==> src/rtl/hjr_pkg.sv <==
// hjr_pkg: types and constants for the heading jibe and run detector.
// Used by hjr_divider and heading_jibe_run_detector; depends on nothing.
`default_nettype none
package hjr_pkg;

	localparam int CFG_IDX_W  = 3;
	localparam int CFG_DATA_W = 16;
	localparam int DEN_W      = 14;

	typedef enum logic [CFG_IDX_W-1:0] {
		REG_SAMPLE_RATE     = 3'd0,
		REG_MEAN_TIME_S     = 3'd1,
		REG_NEW_RUN_DELAY_S = 3'd2,
		REG_SPEED_START_MIN = 3'd3,
		REG_SPEED_STOP_MAX  = 3'd4,
		REG_STRAIGHT_DEV    = 3'd5,
		REG_JIBE_DEV        = 3'd6
	} cfg_reg_t;

	localparam logic [5:0]  RST_SAMPLE_RATE     = 6'd10;
	localparam logic [7:0]  RST_MEAN_TIME_S     = 8'd15;
	localparam logic [7:0]  RST_NEW_RUN_DELAY_S = 8'd10;
	localparam logic [15:0] RST_SPEED_START_MIN = 16'd4000;
	localparam logic [15:0] RST_SPEED_STOP_MAX  = 16'd1000;
	localparam logic [14:0] RST_STRAIGHT_DEV    = 15'd1000;
	localparam logic [14:0] RST_JIBE_DEV        = 15'd5000;

	localparam logic signed [16:0] WRAP_LIMIT = 17'sd30000;
	localparam logic [31:0]        FULL_TURN  = 32'd36000;

	typedef enum logic [3:0] {
		S_IDLE,
		S_UNWRAP,
		S_NUM,
		S_START,
		S_DIV,
		S_FLAGS,
		S_DIFF,
		S_EVT,
		S_DONE
	} hjr_state_t;

	typedef enum logic [1:0] {
		D_IDLE,
		D_ITER,
		D_FIX
	} div_state_t;

endpackage
`default_nettype wire

==> src/rtl/hjr_divider.sv <==
// hjr_divider: iterative signed-by-unsigned floor divider, one quotient bit per cycle.
// Depends on hjr_pkg (DEN_W, div_state_t).
`default_nettype none
module hjr_divider import hjr_pkg::*; #(
	parameter int NUM_W = 49
) (
	input  wire logic                    clk,
	input  wire logic                    arst_n,
	input  wire logic                    start,
	input  wire logic signed [NUM_W-1:0] num,
	input  wire logic [DEN_W-1:0]        den,
	output logic                         done,
	output logic signed [NUM_W-1:0]      quo
);

	localparam int CNT_W = $clog2(NUM_W + 1);

	div_state_t       state_q, state_d;
	logic [CNT_W-1:0] cnt_q;
	logic [NUM_W-1:0] mag_q;
	logic [DEN_W-1:0] rem_q;
	logic [DEN_W-1:0] den_q;
	logic             neg_q;
	logic             done_q;
	logic [NUM_W-1:0] quo_q;
	logic [DEN_W:0]   rem_sh;
	logic             ge;

	assign rem_sh = {rem_q, mag_q[NUM_W-1]};
	assign ge     = rem_sh >= {1'b0, den_q};

	always_comb begin
		state_d = state_q;
		case (state_q)
			D_IDLE: if (start) state_d = D_ITER;
			D_ITER: if (cnt_q == '0) state_d = D_FIX;
			D_FIX:  state_d = D_IDLE;
			default: state_d = D_IDLE;
		endcase
	end

	always_ff @(posedge clk or negedge arst_n) begin
		if (!arst_n) begin
			state_q <= D_IDLE;
			done_q  <= 1'b0;
		end else begin
			state_q <= state_d;
			done_q  <= (state_q == D_FIX);
		end
	end

	always_ff @(posedge clk) begin
		case (state_q)
			D_IDLE: begin
				if (start) begin
					neg_q <= num[NUM_W-1];
					mag_q <= num[NUM_W-1] ? (~num + 1'b1) : num;
					den_q <= den;
					rem_q <= '0;
					cnt_q <= CNT_W'(NUM_W - 1);
				end
			end
			D_ITER: begin
				rem_q <= ge ? DEN_W'(rem_sh - {1'b0, den_q}) : rem_sh[DEN_W-1:0];
				mag_q <= {mag_q[NUM_W-2:0], ge};
				cnt_q <= cnt_q - 1'b1;
			end
			D_FIX: begin
				// floor for negative: -(q + (r != 0)) = ~q + (r == 0)
				quo_q <= neg_q ? (~mag_q + NUM_W'(rem_q == '0)) : mag_q;
			end
			default: ;
		endcase
	end

	assign done = done_q;
	assign quo  = $signed(quo_q);

endmodule
`default_nettype wire

==> src/rtl/heading_jibe_run_detector.sv <==
// heading_jibe_run_detector: heading unwrap, exponential mean, speed hysteresis, jibe/run events.
// Depends on hjr_pkg and hjr_divider.
//
//   channel | signals                                   | handshake
//   input   | heading_in, speed_in, sample_index        | in_valid / in_stall
//   output  | unwrapped_heading .. last_run_index       | out_valid / out_stall
//   config  | cfg_we, cfg_addr, cfg_wdata               | write on cfg_we
//
// The serial mean divider works one quotient bit a cycle over 33 + MEAN_FRAC_BITS bits.
// in_stall is high while an item is in work; a waiting result holds the last step.
// Reset is asynchronous; no clearing pass.
`default_nettype none
module heading_jibe_run_detector import hjr_pkg::*; #(
	parameter int MEAN_FRAC_BITS = 16
) (
	input  wire logic                  clk,
	input  wire logic                  arst_n,
	input  wire logic                  cfg_we,
	input  wire logic [CFG_IDX_W-1:0]  cfg_addr,
	input  wire logic [CFG_DATA_W-1:0] cfg_wdata,
	input  wire logic                  in_valid,
	output logic                       in_stall,
	input  wire logic [15:0]           heading_in,
	input  wire logic [15:0]           speed_in,
	input  wire logic [30:0]           sample_index,
	output logic                       out_valid,
	input  wire logic                  out_stall,
	output logic signed [31:0]         unwrapped_heading,
	output logic signed [31:0]         mean_heading_out,
	output logic                       jibe_now,
	output logic                       new_run_now,
	output logic [15:0]                run_total,
	output logic [15:0]                jibe_total,
	output logic signed [31:0]         last_jibe_index,
	output logic signed [31:0]         last_run_index
);

	localparam int F  = MEAN_FRAC_BITS;
	localparam int MW = 32 + F;
	localparam int NW = MW + 1;

	// configuration
	logic [5:0]  sample_rate_q;
	logic [7:0]  mean_time_s_q;
	logic [7:0]  new_run_delay_s_q;
	logic [15:0] speed_start_min_q;
	logic [15:0] speed_stop_max_q;
	logic [14:0] straight_dev_q;
	logic [14:0] jibe_dev_q;

	// model state
	logic [15:0]          prev_head_q;
	logic [31:0]          offset_q;
	logic signed [MW-1:0] mean_q;
	logic                 fast_q;
	logic                 stopped_q;
	logic                 armed_q;
	logic [31:0]          delay_q;
	logic [15:0]          run_cnt_q;
	logic [15:0]          jibe_cnt_q;
	logic [31:0]          jibe_idx_q;
	logic [31:0]          run_idx_q;

	// per-item work registers
	hjr_state_t           state_q, state_d;
	logic [15:0]          hin_q;
	logic [15:0]          spd_q;
	logic [30:0]          idx_q;
	logic [31:0]          head_u_q;
	logic [DEN_W-1:0]     n_q;
	logic signed [NW-1:0] num_q;
	logic signed [NW-1:0] diff_q;
	logic                 jibe_q;

	// output registers
	logic                 out_valid_q;
	logic [31:0]          o_head_q;
	logic [31:0]          o_mean_q;
	logic                 o_jibe_q;
	logic                 o_run_q;
	logic [15:0]          o_run_cnt_q;
	logic [15:0]          o_jibe_cnt_q;
	logic [31:0]          o_jibe_idx_q;
	logic [31:0]          o_run_idx_q;

	logic                 in_acc;
	logic                 out_free;
	logic                 div_start;
	logic                 div_done;
	logic signed [NW-1:0] div_quo;

	logic signed [16:0]   hd;
	logic [31:0]          off_n;
	logic [DEN_W-1:0]     n_raw;
	logic [DEN_W-1:0]     tgt;
	logic [MW-1:0]        head_fix;
	logic                 spd_gt;
	logic                 spd_lt;
	logic                 fast1, stop1, restart;
	logic [NW-1:0]        dev;
	logic [NW-1:0]        str_lim, jib_lim;
	logic                 armed_n;
	logic                 jibe;
	logic [31:0]          dc1;
	logic                 run_hit;
	logic [MW-1:0]        mean_upd;

	assign in_acc   = in_valid && !in_stall;
	assign out_free = !out_valid_q || !out_stall;

	always_comb begin
		state_d   = state_q;
		in_stall  = 1'b1;
		div_start = 1'b0;
		case (state_q)
			S_IDLE: begin
				in_stall = 1'b0;
				if (in_valid) state_d = S_UNWRAP;
			end
			S_UNWRAP: state_d = S_NUM;
			S_NUM:    state_d = S_START;
			S_START: begin
				div_start = 1'b1;
				state_d   = S_DIV;
			end
			S_DIV:   if (div_done) state_d = S_FLAGS;
			S_FLAGS: state_d = S_DIFF;
			S_DIFF:  state_d = S_EVT;
			S_EVT:   state_d = S_DONE;
			S_DONE:  if (out_free) state_d = S_IDLE;
			default: state_d = S_IDLE;
		endcase
	end

	hjr_divider #(.NUM_W(NW)) u_div (
		.clk    (clk),
		.arst_n (arst_n),
		.start  (div_start),
		.num    (num_q),
		.den    (n_q),
		.done   (div_done),
		.quo    (div_quo)
	);

	assign hd       = $signed({1'b0, hin_q}) - $signed({1'b0, prev_head_q});
	assign off_n    = (hd > WRAP_LIMIT) ? (offset_q - FULL_TURN) :
	                  (hd < -WRAP_LIMIT) ? (offset_q + FULL_TURN) : offset_q;
	assign n_raw    = DEN_W'({6'd0, mean_time_s_q} * {8'd0, sample_rate_q});
	assign tgt      = DEN_W'({6'd0, new_run_delay_s_q} * {8'd0, sample_rate_q});
	assign head_fix = {head_u_q, {F{1'b0}}};
	assign mean_upd = MW'(mean_q + div_quo[MW-1:0]);

	assign spd_gt  = spd_q > speed_start_min_q;
	assign spd_lt  = spd_q < speed_stop_max_q;
	assign fast1   = fast_q | spd_gt;
	assign stop1   = stopped_q | (spd_lt & fast1);
	assign restart = stop1 & spd_gt;

	assign dev     = diff_q[NW-1] ? (~diff_q + 1'b1) : diff_q;
	assign str_lim = {{(NW - 15 - F){1'b0}}, straight_dev_q, {F{1'b0}}};
	assign jib_lim = {{(NW - 15 - F){1'b0}}, jibe_dev_q, {F{1'b0}}};
	assign armed_n = armed_q | ((dev < str_lim) & spd_gt);
	assign jibe    = (dev > jib_lim) & armed_n;

	assign dc1     = delay_q + 32'd1;
	assign run_hit = dc1 == {{(32 - DEN_W){1'b0}}, tgt};

	always_ff @(posedge clk or negedge arst_n) begin
		if (!arst_n) begin
			sample_rate_q     <= RST_SAMPLE_RATE;
			mean_time_s_q     <= RST_MEAN_TIME_S;
			new_run_delay_s_q <= RST_NEW_RUN_DELAY_S;
			speed_start_min_q <= RST_SPEED_START_MIN;
			speed_stop_max_q  <= RST_SPEED_STOP_MAX;
			straight_dev_q    <= RST_STRAIGHT_DEV;
			jibe_dev_q        <= RST_JIBE_DEV;
		end else if (cfg_we) begin
			case (cfg_addr)
				REG_SAMPLE_RATE:     sample_rate_q     <= cfg_wdata[5:0];
				REG_MEAN_TIME_S:     mean_time_s_q     <= cfg_wdata[7:0];
				REG_NEW_RUN_DELAY_S: new_run_delay_s_q <= cfg_wdata[7:0];
				REG_SPEED_START_MIN: speed_start_min_q <= cfg_wdata;
				REG_SPEED_STOP_MAX:  speed_stop_max_q  <= cfg_wdata;
				REG_STRAIGHT_DEV:    straight_dev_q    <= cfg_wdata[14:0];
				REG_JIBE_DEV:        jibe_dev_q        <= cfg_wdata[14:0];
				default: ;
			endcase
		end
	end

	always_ff @(posedge clk or negedge arst_n) begin
		if (!arst_n) begin
			state_q     <= S_IDLE;
			prev_head_q <= '0;
			offset_q    <= '0;
			mean_q      <= '0;
			fast_q      <= 1'b0;
			stopped_q   <= 1'b0;
			armed_q     <= 1'b0;
			delay_q     <= '0;
			run_cnt_q   <= '0;
			jibe_cnt_q  <= '0;
			jibe_idx_q  <= '1;
			run_idx_q   <= '1;
			out_valid_q <= 1'b0;
		end else begin
			state_q <= state_d;
			if (state_q == S_DONE && out_free) out_valid_q <= 1'b1;
			else if (out_valid_q && !out_stall) out_valid_q <= 1'b0;
			case (state_q)
				S_UNWRAP: begin
					offset_q    <= off_n;
					prev_head_q <= hin_q;
				end
				S_DIV: if (div_done) mean_q <= mean_upd;
				S_FLAGS: begin
					fast_q    <= restart ? 1'b0 : fast1;
					stopped_q <= restart ? 1'b0 : stop1;
					if (restart) delay_q <= {{(32 - DEN_W){1'b0}}, tgt} - {26'd0, sample_rate_q};
				end
				S_EVT: begin
					armed_q <= jibe ? 1'b0 : armed_n;
					if (jibe) begin
						delay_q    <= '0;
						jibe_cnt_q <= jibe_cnt_q + 16'd1;
						jibe_idx_q <= {1'b0, idx_q};
					end
				end
				S_DONE: begin
					if (out_free) begin
						delay_q <= dc1;
						if (run_hit) begin
							run_cnt_q <= run_cnt_q + 16'd1;
							run_idx_q <= {1'b0, idx_q};
						end
					end
				end
				default: ;
			endcase
		end
	end

	always_ff @(posedge clk) begin
		if (in_acc) begin
			hin_q <= heading_in;
			spd_q <= speed_in;
			idx_q <= sample_index;
		end
		case (state_q)
			S_UNWRAP: begin
				head_u_q <= hin_q + off_n;
				n_q      <= (n_raw == '0) ? DEN_W'(1) : n_raw;
			end
			S_NUM:  num_q  <= $signed({head_fix[MW-1], head_fix}) - $signed({mean_q[MW-1], mean_q});
			S_DIFF: diff_q <= $signed({head_fix[MW-1], head_fix}) - $signed({mean_q[MW-1], mean_q});
			S_EVT:  jibe_q <= jibe;
			S_DONE: begin
				if (out_free) begin
					o_head_q     <= head_u_q;
					o_mean_q     <= mean_q[MW-1:F];
					o_jibe_q     <= jibe_q;
					o_run_q      <= run_hit;
					o_run_cnt_q  <= run_hit ? (run_cnt_q + 16'd1) : run_cnt_q;
					o_jibe_cnt_q <= jibe_cnt_q;
					o_jibe_idx_q <= jibe_idx_q;
					o_run_idx_q  <= run_hit ? {1'b0, idx_q} : run_idx_q;
				end
			end
			default: ;
		endcase
	end

	assign out_valid         = out_valid_q;
	assign unwrapped_heading = $signed(o_head_q);
	assign mean_heading_out  = $signed(o_mean_q);
	assign jibe_now          = o_jibe_q;
	assign new_run_now       = o_run_q;
	assign run_total         = o_run_cnt_q;
	assign jibe_total        = o_jibe_cnt_q;
	assign last_jibe_index   = $signed(o_jibe_idx_q);
	assign last_run_index    = $signed(o_run_idx_q);

endmodule
`default_nettype wire

==> config.mk <==
export PLATFORM = sky130hd
export DESIGN_NAME = heading_jibe_run_detector
export DESIGN_NICKNAME = d
export VERILOG_FILES = /design/src/rtl/hjr_pkg.sv /design/src/rtl/hjr_divider.sv /design/src/rtl/heading_jibe_run_detector.sv
export SDC_FILE = /design/constraint.sdc
export NUM_CORES = 2
export LEC_CHECK = 0
export ABC_AREA = 0
export CORE_MARGIN = 1.5
export CORE_UTILIZATION = 65
export CTS_CLUSTER_DIAMETER = 150
export CTS_CLUSTER_SIZE = 8
export DETAILED_ROUTE_END_ITERATION = 10
export DONT_BUFFER_PORTS = 1
export PLACE_DENSITY = 0.81
export RECOVER_POWER = 100
export SLEW_MARGIN = 15
export SYNTH_ARGS = -nofsm -noshare
export SYNTH_HDL_FRONTEND = slang
export SYNTH_SLANG_ARGS = --single-unit
==> constraint.sdc <==
create_clock -name clk -period 15 [get_ports clk]
set_input_delay 1.5 -clock clk [delete_from_list [all_inputs] [get_ports clk]]
set_output_delay 1.5 -clock clk [all_outputs]
set_load 0.1 [all_outputs]
# Word-level counts from Yosys, hierarchy flattened
# Index checks and enable logic that the tools add are counted.
# word_totals
register_bits,821
latch_bits,0
ram_bits,0
romBits,0
in_bits,87
out_inout_bits,164
elab_cells,164
memories,0
# classes
n_addsub,15
n_mul,2
div_mod_pow,0
n_lt_le_gt_ge,7
eq_ne,24
shifts,0
n_mux,32
bitwise,10
n_reduce_logical,30
# ops
op,n
32-bit 2-to-1 mux,6
49-bit 2-to-1 mux,3
49-bit by 1-bit adder with 49-bit output (second input constant),2
49-bit NOT,2
49-bit case mux with 2 select lines,1
32-bit case mux with 3 select lines,1
49-bit by 31-bit > comparator with 1-bit output,1
49-bit by 31-bit < comparator with 1-bit output,1
48-bit by 48-bit subtractor with 49-bit output,1
48-bit by 1-bit adder with 48-bit output,1
48-bit adder,1
48-bit 2-to-1 mux,1
48-bit NOT,1
4-bit case mux with 9 select lines,1
16-bit by 1-bit adder with 16-bit output (second input constant),2
16-bit by 32-bit adder with 32-bit output,1
32-bit by 1-bit adder with 32-bit output (second input constant),1
32-bit by 16-bit adder with 32-bit output (second input constant),1
32-bit by 14-bit == test with 1-bit output,1
32-bit by 16-bit subtractor with 32-bit output (second input constant),1
14-bit zero test,2
8-bit by 6-bit multiplier with 14-bit output,2
14-bit 2-to-1 mux,2
14-bit case mux with 2 select lines,1
41 further kinds,83

# Logic depth before layout (Yosys ltp)
# depth
word_depth,9
mapped_depth,30

# Cells and area by module
# A second synthesis with hierarchy kept.
# hier_totals
cells_unflattened,4166
hier_area_um2,45865.2
# by_module_without_submodules
module,instances,cells_each,area_each_um2
heading_jibe_run_detector,1,3420,38044.0
hjr_divider,1,746,7821.3

# Least setup slack after synthesis
# No wires, ideal clock.
# synth_timing
path_kind,input -> register
from,input out_stall
to,register run_cnt_q[1]
setup_time_ns,0.117
arrival_ns,11.339
required_time_ns,14.883
path_slack_ns,3.543
stages,5
path_cell_list,a21oi_1 -> nand2_1 -> clkbuf_1 -> nand2_1 -> nand2_1
# synth_between
elab_chain_len,3
# synth_lines
element,line,text
"start, declared",heading_jibe_run_detector.sv:27,"input wire logic out_stall,"
1-bit zero test,heading_jibe_run_detector.sv:109,assign out_free = !out_valid_q || !out_stall;
1-bit logical OR,heading_jibe_run_detector.sv:109,
2-bit AND reduction (no line),n/a,
"end signal, assigned",heading_jibe_run_detector.sv:233,run_cnt_q <= run_cnt_q + 16'd1;
"end, declared",heading_jibe_run_detector.sv:59,logic [15:0] run_cnt_q;
# Every way passes these cells.
# A chain may end at the register's enable or synchronous reset.

# Worst setup path in the final report
# layout_timing
from,register sample_rate_q[2]
to,register run_cnt_q[7]
# layout_between
elab_chain_len,3
# layout_lines
element,line,text
"start, declared",heading_jibe_run_detector.sv:43,logic [5:0] sample_rate_q;
"start signal, assigned",heading_jibe_run_detector.sv:179,REG_SAMPLE_RATE: sample_rate_q <= cfg_wdata[5:0];
8-bit by 6-bit multiplier with 14-bit output,heading_jibe_run_detector.sv:149,"assign tgt = DEN_W'({6'd0, new_run_delay_s_q} * {8'd0, sample_rate_q});"
32-bit by 14-bit == test with 1-bit output,heading_jibe_run_detector.sv:166,"assign run_hit = dc1 == {{(32 - DEN_W){1'b0}}, tgt};"
16-bit 2-to-1 mux,n/a,
# Every way passes these cells.

==> impl_metrics.json <==
{
  "cp-end-kind": "flop",
  "dr.max_layer_used": "met5",
  "dieArea_mm2": 0.0715,
  "grt_first_pass_wirelength_um": 168000,
  "async_flop_share": 0.385,
  "n_fill_cell": 4646,
  "clock.fmax_mhz": 103,
  "hold_viol_final": 0,
  "place.gp.congestion": 0.900,
  "drive_gt1_frac": 0.0917,
  "cts_root_buf": "clkbuf_16",
  "die_h_um": 267,
  "r2r_cells": 22,
  "startpoint": "sample_rate_q[2]",
  "met1_length_um": 44100,
  "clock_path_buffers": 3,
  "yosysWarnings": 0,
  "synth_cells": 4162,
  "viasPerCell": 6.12,
  "cts.reportedPaths.clkPinSlew_ps": 50,
  "synth_top_area_cell": "edfxtp_1",
  "drtPass1Iterations": 5,
  "overflow": 0,
  "wl_met3_um": 7750,
  "rr_endpoint": "run_cnt_q[7]",
  "yosysTopAreaCellShare": 0.332,
  "wl_per_cell_um": 20.1,
  "holdWs_ps": 412,
  "yosysUniqueCellTypes": 100,
  "cts.htree.levels": 3,
  "cts_setup_buffers": 0,
  "slew_headroom": -1.69,
  "wl_um": 104000,
  "holdCritPathClass": "reg -> reg",
  "fin_area_mm2": 0.0495,
  "mostFrequentLayoutCell": "edfxtp_1",
  "cp-endpoint": "run_cnt_q[7]",
  "rsz0062_at_grt": "no",
  "vias": 31900,
  "synth_area_leaders": "edfxtp_1 (33%), dfrtp_1 (12%), ha_1 (6.6%)",
  "clk_latency_ps": 700,
  "reg2reg_slack_ps": 5330,
  "die_w_um": 267,
  "place_hpwl_um": 72200,
  "initial_core_util": 0.660,
  "tns_ps": 0,
  "cts_hold_buf": 0,
  "finalCriticalPeriod_ps": 9670,
  "synth_ff_type": "edfxtp_1",
  "grt.total_usage": 0.297,
  "synth_seq_cells": 816,
  "drtAntennaViolNets": 0,
  "syn_area_per_cell_um2": 10.9,
  "setup_viol": 0,
  "synth-seq-area-share": 0.507,
  "grt_max_degree": 315,
  "synth_area_mm2": 0.0454,
  "wl_met2_um": 48600,
  "crit_path_start_kind": "flop",
  "crit_arrival_ps": 10290,
  "maxCapViolCount": 20,
  "antenna_found_initial": 14,
  "cts_sinks": 816,
  "p_leak_nw": 20.1,
  "finalNetCount": 4548,
  "ios": 251,
  "synth-edff-count": 502,
  "tightest_slew_ps": 4040,
  "power_density_mw_per_mm2": 207,
  "grt_pass1_vias": 31300,
  "placed_area_mm2": 0.0463,
  "numPortBuffers": 0,
  "cp_data_required_time_ps": 15620,
  "num_rows": 96,
  "cp_max_fo": 39,
  "cts-resized-gates": 0,
  "status": "complete, but fails checks",
  "critPathKind": "reg -> reg",
  "irDropWorstVdd_mv": 0.126,
  "reg2reg_from": "sample_rate_q[2]",
  "cts_tree": "yes",
  "cts-buffers-inserted": 111,
  "drtIter0Drc": 2700,
  "area_delta_synth_final_pct": 8.96,
  "slew_violations": 1049,
  "violations": "capacitance limit, slew limit",
  "final_cell_mix": "edfxtp_1 (502), nand2_1 (466), o21ai_0 (285)",
  "core_area_mm2": 0.0688,
  "finalCritPeriodShare": 0.645,
  "drc_errors": 0,
  "syn-num-nets": 4545,
  "worst_clock_skew_ps": 44.3
}
==> worst min path at each step <==
stage / startpoint / endpoint / slack [ps] / cells past startpoint
after global routing: n_q[5] / u_div.den_q[5] / 420 / 0
after CTS: n_q[5] / u_div.den_q[5] / 410 / 0
after detailed placement: n_q[5] / u_div.den_q[5] / 400 / 0
final: n_q[5] / u_div.den_q[5] / 410 / 0
after global placement: n_q[9] / u_div.den_q[9] / 400 / 0
after floorplan: jibe_q / jibe_now / 400 / 0
==> worst max-delay path, stage by stage, from the launching register on <==
cell       delay, ps
dfrtp_1          580
and2_0           270
fa_1             540
inv_1             50
fa_1             480
fa_1             560
inv_1             50
ha_1             320
nor2b_1          140
o21ai_0          220
nand2_1          140
xor2_1           220
a311oi_1         320
o22ai_1          120
or4_1            570
nand3b_1         190
a2111oi_0        510
clkbuf_1        1720
and2_1           300
clkbuf_1        1220
nand4_1          580
nor2_1           250
xor2_1           170
==> per-layer routing <==
layer	vias to the layer above	track usage
li1	15000	-
met1	15400	0.399
met2	1157	0.474
met3	272	0.0648
met4	16	0.112
met5	-	0
==> through the flow <==
stage / cells / total power [mW] / setup slack (ps) / utilization
floorplan: 4162 / 6.87 / 3540 / -
global placement: 4982 / 7.68 / 8120 / 0.673
detailed placement: 4982 / 7.82 / 7980 / 0.673
CTS: 5192 / 10.2 / 7920 / 0.721
global route: 5196 / 10.9 / 4650 / 0.719
finish: 5201 / 10.3 / 5330 / 0.719
==> sequential cells by signal, summed over array words and instances, names as in the netlist, 32 cells and up, named ones only <==
name and count:
jibe_idx_q 32, head_u_q 32, u_div.quo 48, diff_q 49, last_jibe_index 32, mean_heading_out 32, mean_q 48, unwrapped_heading 32
num_q 49, run_idx_q 32, delay_q 32, u_div.mag_q 49, last_run_index 32
==> logic make-up (layout without fill, tap and decap cells) <==
family                   Yosys count  count (layout)  share of synthesized area
AO/OA/AOI/OAI                    865             865                      0.121
XOR/XNOR                         371             371                     0.0732
adder cells (fa/ha/maj)          296             296                     0.0906
buffers and inverters            418             518                     0.0352
flip-flops                       816             816                      0.507
multiplexers                     159             159                     0.0390
other                              0               8                          0
AND/OR/NAND/NOR                 1237            1237                      0.134
==> cell usage after synthesis, types with 14 or more instances <==
master	count
edfxtp_1	502
nand2_1	466
o21ai_0	284
inv_1	280
ha_1	241
dfrtp_1	219
xnor2_1	215
nor2_1	211
a21oi_1	184
xor2_1	150
mux2_2	139
clkbuf_1	114
a21o_1	104
dfstp_2	95
nor3_1	86
nand3_1	70
fa_1	55
and2_1	54
nand4_1	47
nand2b_1	40
or4_1	38
nor2b_1	37
and3_1	35
o31ai_1	35
nor4_1	34
or3_1	34
o21bai_1	26
a31oi_1	23
o21a_1	20
mux2i_1	19
o41ai_1	19
o22ai_1	17
buf_2	15
or2_2	15
a211oi_1	14
==> area by class of cell <==
cell class | count | area, um2 | share of cell area
Sequential cell | 816 | 23100 | 0.466
Multi-Input combinational cell | 2928 | 20800 | 0.420
Clock buffer | 203 | 3120 | 0.0631
Tap cell | 931 | 1160 | 0.0235
Inverter | 282 | 1060 | 0.0214
Clock inverter | 7 | 196 | 0.00397
Timing Repair Buffer | 26 | 113 | 0.00227
Antenna cell | 8 | 20.0 | 0.000404
==> power by group <==
| group | switching, mW | internal, mW |
|---|---|---|
| sequential | 0.659 | 3.23 |
| combinational | 2.33 | 1.67 |
| clock | 0.978 | 1.40 |
Note: power is estimated with default switching activity, not from simulation.
